File: config.mk
export PLATFORM = sky130hd
export DESIGN_NAME = encoder_angle_pid_motor_drive_core
export DESIGN_NICKNAME = d
export VERILOG_FILES = /design/src/sv/eapmd_pkg.sv /design/src/sv/encoder_angle_pid_motor_drive_core.sv
export SDC_FILE = /design/constraint.sdc
export NUM_CORES = 2
export LEC_CHECK = 0
export BUFFER_PORTS_ARGS = -buffer_cell sky130_fd_sc_hd__buf_4
export CAP_MARGIN = 10
export CORE_AREA = 2 2 301 303
export DETAILED_ROUTE_END_ITERATION = 8
export DIE_AREA = 0 0 303 305
export PLACE_DENSITY = 0.56
export SLEW_MARGIN = 5
export SYNTH_ARGS = -nofsm -noshare
export SYNTH_HDL_FRONTEND = slang
export SYNTH_SLANG_ARGS = --single-unit
File: constraint.sdc
create_clock -name clk -period 11.75 [get_ports clk]
set_input_delay 2.35 -clock clk [delete_from_list [all_inputs] [get_ports clk]]
set_output_delay 2.35 -clock clk [all_outputs]
set_load 0.02 [all_outputs]
File: src/sv/eapmd_pkg.sv
`default_nettype none

package eapmd_pkg;

  // encoder wrap
  localparam int COUNTS_PER_TURN = 1600;
  localparam int COUNT_HALF      = COUNTS_PER_TURN / 2;

  // error window length default
  localparam int WINDOW_LEN_DEF = 5;

  // field widths
  localparam int COUNT_W    = 11;
  localparam int ERR_W      = 10;
  localparam int DUTY_W     = 7;
  localparam int GAIN_W     = 8;
  localparam int TARGET_W   = 9;
  localparam int SCALE_W    = 4;
  localparam int NUM10_W    = 16;
  localparam int CFG_IDX_W  = 3;
  localparam int CFG_DATA_W = 9;

  // divide by ten: q = (n * 52429) >> 19, exact for n below 43690
  localparam int RECIP10       = 52429;
  localparam int RECIP10_SHIFT = 19;
  localparam int Q10_W         = 11;

  // error saturation
  localparam int ERR_MAX = 511;
  localparam int ERR_MIN = -512;

  // register indexes
  localparam logic [CFG_IDX_W-1:0] REG_KP     = 3'd0;
  localparam logic [CFG_IDX_W-1:0] REG_KI     = 3'd1;
  localparam logic [CFG_IDX_W-1:0] REG_KD     = 3'd2;
  localparam logic [CFG_IDX_W-1:0] REG_TARGET = 3'd3;
  localparam logic [CFG_IDX_W-1:0] REG_SCALE  = 3'd4;
  localparam logic [CFG_IDX_W-1:0] REG_LIMIT  = 3'd5;

  // register reset values
  localparam logic [GAIN_W-1:0]   KP_RST     = 8'd15;
  localparam logic [GAIN_W-1:0]   KI_RST     = 8'd4;
  localparam logic [GAIN_W-1:0]   KD_RST     = 8'd14;
  localparam logic [TARGET_W-1:0] TARGET_RST = 9'd0;
  localparam logic [SCALE_W-1:0]  SCALE_RST  = 4'd3;
  localparam logic [DUTY_W-1:0]   LIMIT_RST  = 7'd100;

endpackage

`default_nettype wire

File: src/sv/encoder_angle_pid_motor_drive_core.sv
`default_nettype none

// channel | handshake           | payload
// --------+---------------------+---------------------------------------------
// in      | in_valid / in_ready | phase_a, phase_b
// out     | out_valid/out_ready | motor_in1, motor_in2, pwm_duty,
//         |                     | position_count, angle_error
// cfg     | cfg_we (no wait)    | cfg_index, cfg_data
//
// one word accepted per cycle while the pipeline advances, one result word per input word
// six register stages carry each word from the input accept to out_valid, the first
// loaded at accept and the last holding the result word together with out_valid
// the whole pipeline advances together; it holds only while out_valid waits on out_ready
// rst is synchronous: pipeline empty, count, phases and error window zero, registers at defaults

module encoder_angle_pid_motor_drive_core #(
  parameter int WINDOW_LEN = eapmd_pkg::WINDOW_LEN_DEF
) (
  input  wire logic                                clk,
  input  wire logic                                rst,
  input  wire logic                                in_valid,
  output logic                                     in_ready,
  input  wire logic                                phase_a,
  input  wire logic                                phase_b,
  output logic                                     out_valid,
  input  wire logic                                out_ready,
  output logic                                     motor_in1,
  output logic                                     motor_in2,
  output logic [eapmd_pkg::DUTY_W-1:0]             pwm_duty,
  output logic signed [eapmd_pkg::COUNT_W-1:0]     position_count,
  output logic signed [eapmd_pkg::ERR_W-1:0]       angle_error,
  input  wire logic                                cfg_we,
  input  wire logic [eapmd_pkg::CFG_IDX_W-1:0]     cfg_index,
  input  wire logic [eapmd_pkg::CFG_DATA_W-1:0]    cfg_data
);
  import eapmd_pkg::*;

  localparam int HIST_LEN = WINDOW_LEN - 1;
  localparam int SUM_W    = ERR_W + $clog2(WINDOW_LEN);
  localparam int DIFF_W   = ERR_W + 1;
  localparam int PE_W     = GAIN_W + 1 + ERR_W;
  localparam int DE_W     = GAIN_W + 1 + DIFF_W;
  localparam int IE_W     = GAIN_W + 1 + SUM_W;
  localparam int DW       = 23 + $clog2(WINDOW_LEN);
  // small quotient path: magnitudes below WINDOW_LEN*128
  localparam int SMALL_W  = $clog2(WINDOW_LEN * 128);
  localparam int RDIV     = (65536 + WINDOW_LEN - 1) / WINDOW_LEN;
  localparam int SPROD_W  = SMALL_W + 17;

  // configuration registers
  logic [GAIN_W-1:0]          kp;
  logic [GAIN_W-1:0]          ki;
  logic [GAIN_W-1:0]          kd;
  logic signed [TARGET_W-1:0] target_angle;
  logic [SCALE_W-1:0]         angle_scale_tenths;
  logic [DUTY_W-1:0]          duty_limit;

  // loop state
  logic                      prev_a;
  logic                      prev_b;
  logic signed [COUNT_W-1:0] count;
  logic signed [ERR_W-1:0]   hist [HIST_LEN];

  // stage valids
  logic v1, v2, v3, v4, v5;
  logic adv;

  // stage payload
  logic signed [COUNT_W-1:0] c1, c2, c3, c4, c5;
  logic signed [NUM10_W-1:0] n2;
  logic [Q10_W-1:0]          q3;
  logic                      neg3;
  logic signed [ERR_W-1:0]   e4, e5;
  logic signed [SUM_W-1:0]   s4;
  logic signed [DIFF_W-1:0]  d4;
  logic signed [PE_W-1:0]    pe5;
  logic signed [DE_W-1:0]    de5;
  logic signed [IE_W-1:0]    ie5;

  // combinational values
  logic signed [COUNT_W:0]   step_a, step_b, cnt_sum;
  logic signed [COUNT_W-1:0] count_next;
  logic signed [NUM10_W-1:0] num10_next;
  logic [NUM10_W-1:0]        n2_mag;
  logic [30:0]               q_prod;
  logic signed [ERR_W-1:0]   e_next;
  logic signed [SUM_W-1:0]   sum_next;
  logic signed [DIFF_W-1:0]  diff_next;
  logic signed [DW-1:0]      drive;
  logic [DW-1:0]             drv_mag, cap_thr;
  logic [SPROD_W-1:0]        small_prod;
  logic                      in1_next, in2_next;
  logic [DUTY_W-1:0]         duty_next;

  assign adv      = !out_valid || out_ready;
  assign in_ready = adv;

  // configuration writes
  always_ff @(posedge clk) begin
    if (rst) begin
      kp                 <= KP_RST;
      ki                 <= KI_RST;
      kd                 <= KD_RST;
      target_angle       <= TARGET_RST;
      angle_scale_tenths <= SCALE_RST;
      duty_limit         <= LIMIT_RST;
    end else if (cfg_we) begin
      unique case (cfg_index)
        REG_KP:     kp                 <= cfg_data[GAIN_W-1:0];
        REG_KI:     ki                 <= cfg_data[GAIN_W-1:0];
        REG_KD:     kd                 <= cfg_data[GAIN_W-1:0];
        REG_TARGET: target_angle       <= cfg_data[TARGET_W-1:0];
        REG_SCALE:  angle_scale_tenths <= cfg_data[SCALE_W-1:0];
        REG_LIMIT:  duty_limit         <= cfg_data[DUTY_W-1:0];
        default: ;
      endcase
    end
  end

  // quadrature decode: A-edge rule then B-edge rule, then wrap
  always_comb begin
    step_a = '0;
    step_b = '0;
    if (phase_a != prev_a) begin
      step_a = (phase_b != phase_a) ? (COUNT_W+1)'(1) : -(COUNT_W+1)'(1);
    end
    if (phase_b != prev_b) begin
      step_b = (phase_a == phase_b) ? (COUNT_W+1)'(1) : -(COUNT_W+1)'(1);
    end
    cnt_sum = (COUNT_W+1)'(count) + step_a + step_b;
    if (cnt_sum > (COUNT_W+1)'(COUNT_HALF)) begin
      count_next = COUNT_W'(cnt_sum - (COUNT_W+1)'(COUNTS_PER_TURN));
    end else if (cnt_sum < -(COUNT_W+1)'(COUNT_HALF)) begin
      count_next = COUNT_W'(cnt_sum + (COUNT_W+1)'(COUNTS_PER_TURN));
    end else begin
      count_next = COUNT_W'(cnt_sum);
    end
  end

  // ten times the angle error
  assign num10_next = NUM10_W'(target_angle) * NUM10_W'(10)
                    - signed'(NUM10_W'(angle_scale_tenths)) * NUM10_W'(c1);

  // magnitude divided by ten through a reciprocal
  assign n2_mag = n2[NUM10_W-1] ? NUM10_W'(-n2) : NUM10_W'(n2);
  assign q_prod = 31'(n2_mag[NUM10_W-2:0]) * 31'(RECIP10);

  // restore sign, saturate, window sum and difference
  always_comb begin
    if (!neg3) begin
      e_next = (q3 > Q10_W'(ERR_MAX)) ? ERR_W'(ERR_MAX) : ERR_W'(q3);
    end else begin
      e_next = (q3 > Q10_W'(-ERR_MIN)) ? ERR_W'(ERR_MIN)
                                       : ERR_W'(-signed'({1'b0, q3}));
    end
    sum_next = SUM_W'(e_next);
    for (int i = 0; i < HIST_LEN; i++) begin
      sum_next = sum_next + SUM_W'(hist[i]);
    end
    diff_next = DIFF_W'(e_next) - DIFF_W'(hist[HIST_LEN-1]);
  end

  // drive, direction and capped duty
  always_comb begin
    drive   = (DW'(pe5) + DW'(de5)) * DW'(WINDOW_LEN) + DW'(ie5);
    drv_mag = drive[DW-1] ? DW'(-drive) : DW'(drive);
    cap_thr = DW'(WINDOW_LEN) * (DW'(duty_limit) + DW'(1));
    small_prod = SPROD_W'(drv_mag[SMALL_W-1:0]) * SPROD_W'(RDIV);
    in1_next  = 1'b0;
    in2_next  = 1'b0;
    duty_next = '0;
    if (e5 != '0) begin
      in1_next = drive < 0;
      in2_next = drive > 0;
      if (drv_mag >= cap_thr) begin
        duty_next = duty_limit;
      end else begin
        duty_next = DUTY_W'(small_prod >> 16);
      end
    end
  end

  // control state
  always_ff @(posedge clk) begin
    if (rst) begin
      v1        <= 1'b0;
      v2        <= 1'b0;
      v3        <= 1'b0;
      v4        <= 1'b0;
      v5        <= 1'b0;
      out_valid <= 1'b0;
      prev_a    <= 1'b0;
      prev_b    <= 1'b0;
      count     <= '0;
      for (int i = 0; i < HIST_LEN; i++) begin
        hist[i] <= '0;
      end
    end else if (adv) begin
      v1        <= in_valid;
      v2        <= v1;
      v3        <= v2;
      v4        <= v3;
      v5        <= v4;
      out_valid <= v5;
      if (in_valid) begin
        prev_a <= phase_a;
        prev_b <= phase_b;
        count  <= count_next;
      end
      // error window shifts as each word leaves the divide stage
      if (v3) begin
        for (int i = 0; i < HIST_LEN - 1; i++) begin
          hist[i] <= hist[i+1];
        end
        hist[HIST_LEN-1] <= e_next;
      end
    end
  end

  // pipeline payload
  always_ff @(posedge clk) begin
    if (adv) begin
      c1             <= count_next;
      c2             <= c1;
      n2             <= num10_next;
      c3             <= c2;
      q3             <= Q10_W'(q_prod >> RECIP10_SHIFT);
      neg3           <= n2[NUM10_W-1];
      c4             <= c3;
      e4             <= e_next;
      s4             <= sum_next;
      d4             <= diff_next;
      c5             <= c4;
      e5             <= e4;
      pe5            <= PE_W'(signed'({1'b0, kp})) * PE_W'(e4);
      de5            <= DE_W'(signed'({1'b0, kd})) * DE_W'(d4);
      ie5            <= IE_W'(signed'({1'b0, ki})) * IE_W'(s4);
      motor_in1      <= in1_next;
      motor_in2      <= in2_next;
      pwm_duty       <= duty_next;
      position_count <= c5;
      angle_error    <= e5;
    end
  end

endmodule

`default_nettype wire

== Yosys cells after proc, flatten, opt, wreduce, memory -nomap -nowiden ==
Memories as Yosys holds them, arrays and structs flattened.
Cells that the tools add are included.
Operators by class
  $add $sub $neg: 16
  multiply operators: 9
  magnitude comparators: 7
  equal/unequal tests: 9
  multiplexer cells: 22
  bitwise operators: 4
  reductions and logical operators: 11
Operators with widths (number)
  two-way mux 10 bit: 7
  two-way mux 12 bit: 4
  multiplier 15 x 16 -> 30 bit (second input constant): 1
  adder 25 x 22 -> 26 bit: 1
  >= comparator 26 x 11 -> 1 bit: 1
  greater-than comparator 26 x 1 -> 1 bit (second input constant): 1
  less-than comparator 26 x 1 -> 1 bit (second input constant): 1
  two-way mux 26 bit: 1
  negator 26 bit: 1
  multiplier 21 x 4 -> 25 bit (second input constant): 1
  multiplier 9 x 13 -> 22 bit: 1
  two-way mux 11 bit: 2
  adder 19 x 20 -> 21 bit: 1
  multiplier 10 x 12 -> 21 bit (second input constant): 1
  multiplier 9 x 11 -> 20 bit: 1
  multiplier 9 x 10 -> 19 bit: 1
  multiplier 5 x 11 -> 16 bit: 1
  subtractor 14 x 16 -> 16 bit: 1
  two-way mux 15 bit: 1
  negator 15 bit: 1
  AND reduction 2 bit: 7
  adder 12 x 10 -> 13 bit: 1
  adder 13 x 10 -> 13 bit: 1
  multiplier 9 x 4 -> 13 bit (second input constant): 1
  other kinds (26): 38
Storage, ports and cells
  bits in registers: 281
  RAM bits: 40
  bits of input ports: 19
  output and inout port bits: 32
  logic and storage cells: 114
  memories kept: 1
Memories
  hist: words 4, bits a word 10, rd ports 4, clocked after Yosys merged registers in 0, write ports 4, RTL line encoder_angle_pid_motor_drive_core.sv:62  | logic signed [ERR_W-1:0] hist [HIST_LEN];

== Depth between registers and ports, before layout ==
  word-level depth: 8
  depth in mapped cells: 50
  gate-level depth less buffers: 49

== Least setup slack after synthesis ==
No wires, ideal clock.
  path kind: register to register
  from: reg pe5[0]
  to: reg pwm_duty[4] in the netlist's numbering (data pin)
  library setup time: 277 ps
  data arrival time: 10115 ps
  data required time: 11473 ps
  path slack: 1358 ps
  cell stages (with the launch flop): 49
  buffers on the path: 1
  clock period less this slack: 10392 ps
  cell sequence: edfxtp_1 > ha_1 > inv_1 > fa_1 > nor2b_1 > o21ai_0 > a21boi_0 > o21ai_0 > a21boi_0 > o21ai_0 > a21oi_1 > a2111oi_0 > o31ai_1 > o41ai_1 > nand2b_1 > a31o_2 > ha_1 > inv_1 > [... 13 more ...] > fa_1 > fa_1 > inv_1 > fa_1 > inv_1 > fa_1 > inv_1 > ha_1 > a21oi_1 > nor2b_1 > o21ai_0 > nand2_1 > a21oi_1 > a21oi_1 > a21oi_1 > nor2b_1 > o311ai_0 > mux2i_1
Between the ends
  longest elaborated chain between the ends: 7
  elaborated cells between the ends (all ways): 8
  those cells by class: 3 x add/sub; 2 x mul; 1 x order compare; 2 x mux
Ends and longest elaborated chain
  from (decl): RTL line encoder_angle_pid_motor_drive_core.sv:76  | logic signed [PE_W-1:0] pe5;
  from (signal assigned): RTL line encoder_angle_pid_motor_drive_core.sv:235  | pe5 <= PE_W'(signed'({1'b0, kp})) * PE_W'(e4);
  adder 19 x 20 -> 21 bit *: RTL line encoder_angle_pid_motor_drive_core.sv:165  | drive = (DW'(pe5) + DW'(de5)) * DW'(WINDOW_LEN) + DW'(ie5);
  multiplier 21 x 4 -> 25 bit *: RTL line encoder_angle_pid_motor_drive_core.sv:165
  adder 25 x 22 -> 26 bit *: RTL line encoder_angle_pid_motor_drive_core.sv:165
  negator 26 bit: RTL line encoder_angle_pid_motor_drive_core.sv:166  | drv_mag = drive[DW-1] ? DW'(-drive) : DW'(drive);
  two-way mux 26 bit *: RTL line encoder_angle_pid_motor_drive_core.sv:166
  multiplier 10 x 12 -> 21 bit or >= comparator 26 x 11 -> 1 bit (tied branches): RTL line encoder_angle_pid_motor_drive_core.sv:168, encoder_angle_pid_motor_drive_core.sv:175
  two-way mux 7 bit *: RTL line encoder_angle_pid_motor_drive_core.sv:175  | if (drv_mag >= cap_thr) begin
  to (signal assigned): RTL line encoder_angle_pid_motor_drive_core.sv:240  | pwm_duty <= duty_next;
  to (decl): RTL line encoder_angle_pid_motor_drive_core.sv:29  | output logic [eapmd_pkg::DUTY_W-1:0] pwm_duty,
Every way passes the cells marked *; elsewhere a longest branch is shown, timed or not.
A chain may end at the register's enable or synchronous reset.

== Worst setup path in the final report ==
Ends and elaborated chain as after synthesis.

==> impl_results.md <==
* Status: complete, but fails checks
* Failing checks: DRC
* WL met1 at ~36000 um
* TritonRoute pass-1 iters at 9
* CTS sink count at 321
* RSZ-0062 raised after global routing: no
* First-pass GRT wire length at 129000 um
* Largest net degree at the start of global routing at 72
* Hold WS at around 0.41 ns
* Setup violators final at 0
* Vias in the first global route at about 25000
* Crit path time final at roughly 11 ns
* Max Cap Violations at 0
* Skew-Pair Late Insertion Delay at about 0.61 ns
* Slew headroom at a little over a fifth
* DP HPWL at between 60000 and 70000 um
* Final ANT Viol Nets at 0
* Highest Signal Layer: met5
* DP Worst Slack at 0.318 ns
* Worst R2R Start: pe5[0]
* Compound-gate portion of the synthesized area at approximately 8.5%
* GPL Wtd Cong at around 0.85
* Share of layout cells above drive strength 1 at around 4.7%
* Fin Setup TNS at 0 ns
* Setup Skew at roughly 0.042 ns
* DR WL met3 at between 2000 and 3000 um
* Vias at 23681
* Syn Inst Count at 3582
* Die width at 303 um
* Required time worst endpoint at 12.07 ns
* Post-synth ARST share at 0%
* Post-Syn Area at around 35000 um2
* Register area share after synthesis at about a quarter
* CTS tree: built
* Top FF cell, synth: edfxtp_1
* DRT iter0 DRCs at between 1000 and 1500
* Actual slew at the worst max-slew pin at roughly 1.2 ns
* Critical path launch point type: flip-flop
* Slew Limit Fails at 0
* Synth area leaders: fa_1 23%, edfxtp_1 22%, ha_1 16%
* Number of synthesized flops with an enable pin at around 260
* Die H at about 300 um
* Simple-Gate Fraction of Synth Area at approximately an eighth
* Yosys reg bits at around 320
* GRT Util Overall at between 15 and 20%
* Area growth syn-to-layout at 9.13%
* Post-Route WL at around 77000 um
* CTS H-tree lvls at 2
* Endpoints failing hold at 0
* I/O Buffers at 50
* Residual DRC at 1
* YS warnings at 0
* Fin crit share at 90.1%
* Hold Crit Class: reg -> reg
* WL per Instance at between 15 and 20 um
* Count leader, synth: inv_1
* Row count at 110
* Initial Util at 39.7%
* Critical Path Fanout Max at 7
* Yosys top cell area share at 23.0%
* Io pins at just over 50
* Biggest area consumer among synthesized cells: fa_1
* Root Buffer: clkbuf_16
* Die area at 92400 um2
* Largest family of logic cells by synthesized area: adder cells
* Non-filler cells, final at 4842
* Layout Nets at 4525
* Post-synth top cells: 736 x inv_1, 467 x ha_1, 407 x fa_1, 277 x nand2_1, 258 x edfxtp_1
* Mapped Avg Cell Area at about 9.9 um2
* Highest clock rate at roughly 94 MHz
* Diode count at 0
* Initial antenna violation count at 2
* Placed cell count at around 4800
* CP Launch Point: pe5[0]
* CTS max path bufs at 3
* Setup CP Type: reg -> reg
* Setup WS post-layout at 1.16 ns
* Vias per inst at roughly 4.9
* Post-synthesis mux area share at less than 1%
* Core ar. at slightly below 90000 um2
* Post-synth cell types at 77
* Post-synthesis adder-cell area fraction at 39.4%
* Worst Path Arrival at between 10 and 15 ns
* Synth Area in XOR/XNOR at 4.62%
* Metal2 WL at ~37000 um
* CP endpoint kind: flip-flop
* Reg2reg setup slack at 1.16 ns
* Net Count, Synth at roughly 4500
* Hold Crit Start: c2[6]
* Most common cell on crit path: inv_1
* Clock-pin slew on the worst setup and hold paths at ~0.060 ns
* CP max stage cell: fa_1
* Cts bufs inserted at 43
* Gr ovfl total at 0
* FILL cells at approximately 8600
* Critical path's largest stage delay at between 0.5 and 0.6 ns
## sequential cells by signal, indices dropped and copies added (netlist names), 11 cells and up
signal          flops
c1                 11
q3                 11
pe5                19
n2                 16
count              11
s4                 13
c3                 11
hist               40
position_count     11
de5                20
d4                 11
ie5                22
c4                 11
c5                 11
c2                 11
## per-stage QoR
stage	util [%]	area [um2]
finish	43.3	38700
global route	43.3	38700
CTS	43.3	38700
detailed placement	41.7	37200
global placement	41.7	37200
floorplan	-	35500
## area by class of cell
cell class / instances / area, um2 / area share, %
multi-input combinational: 2466 / 23500 / 60.8
sequential: 321 / 9010 / 23.3
inverter: 736 / 2770 / 7.16
tap: 1176 / 1470 / 3.80
clock buffer: 59 / 1240 / 3.20
timing repair buffer: 64 / 480 / 1.24
clock inverter: 20 / 213 / 0.550
## cell usage in the layout (no fill, tap or decap), drive strengths merged, types with 59 or more instances in the layout
| cell type | count |
|---|---|
| clkbuf | 59 |
| edfxtp | 258 |
| xnor2 | 140 |
| ha | 467 |
| and2 | 210 |
| dfxtp | 63 |
| nand2 | 277 |
| inv | 740 |
| nor2 | 170 |
| fa | 407 |
| o21ai | 93 |
| a21oi | 154 |
| buf | 64 |
## what timing repair did
item | CTS | global route
setup buffers | 0 | 0
hold buffers | 0 | 0
setup endpoints to repair | 0 | 7
endpoints found under the hold margin | 0 | 0
resized for setup | 0 | 12
## worst paths after layout
kind | end | cells after the start
max | pwm_duty[4] | 48
min | c3[6] | 0
max reg2reg | pwm_duty[4] | 48
min reg2reg | c3[6] | 0
## logic make-up after synthesis
family,after synthesis
simple gates,902
flops,321
fa+ha+maj,874
buf+inv,795
compound gates,471
mux,32
xor+xnor,187
## layer usage
metal  vias to the layer above  global-route usage, %
met5                         -                      0
met4                         4                   3.78
met3                        87                   2.45
met2                       276                   29.5
met1                     11538                   23.7
li1                      11776                      -
## worst max-delay path, delay by kind of cell (launching register included)
kind | cells | cell delay, ns
muxes | 1 | 0.12
and+or+nand+nor | 7 | 0.86
xor gates and xnor gates | 1 | 0.19
buffers and inverters | 8 | 0.57
DFF | 1 | 0.33
adders and majority gates | 11 | 4.38
AOI/OAI and AO/OA | 20 | 3.84
Power is not shown: default switching activity piles up to over one toggle a cycle in this logic, so the estimate is an artifact.
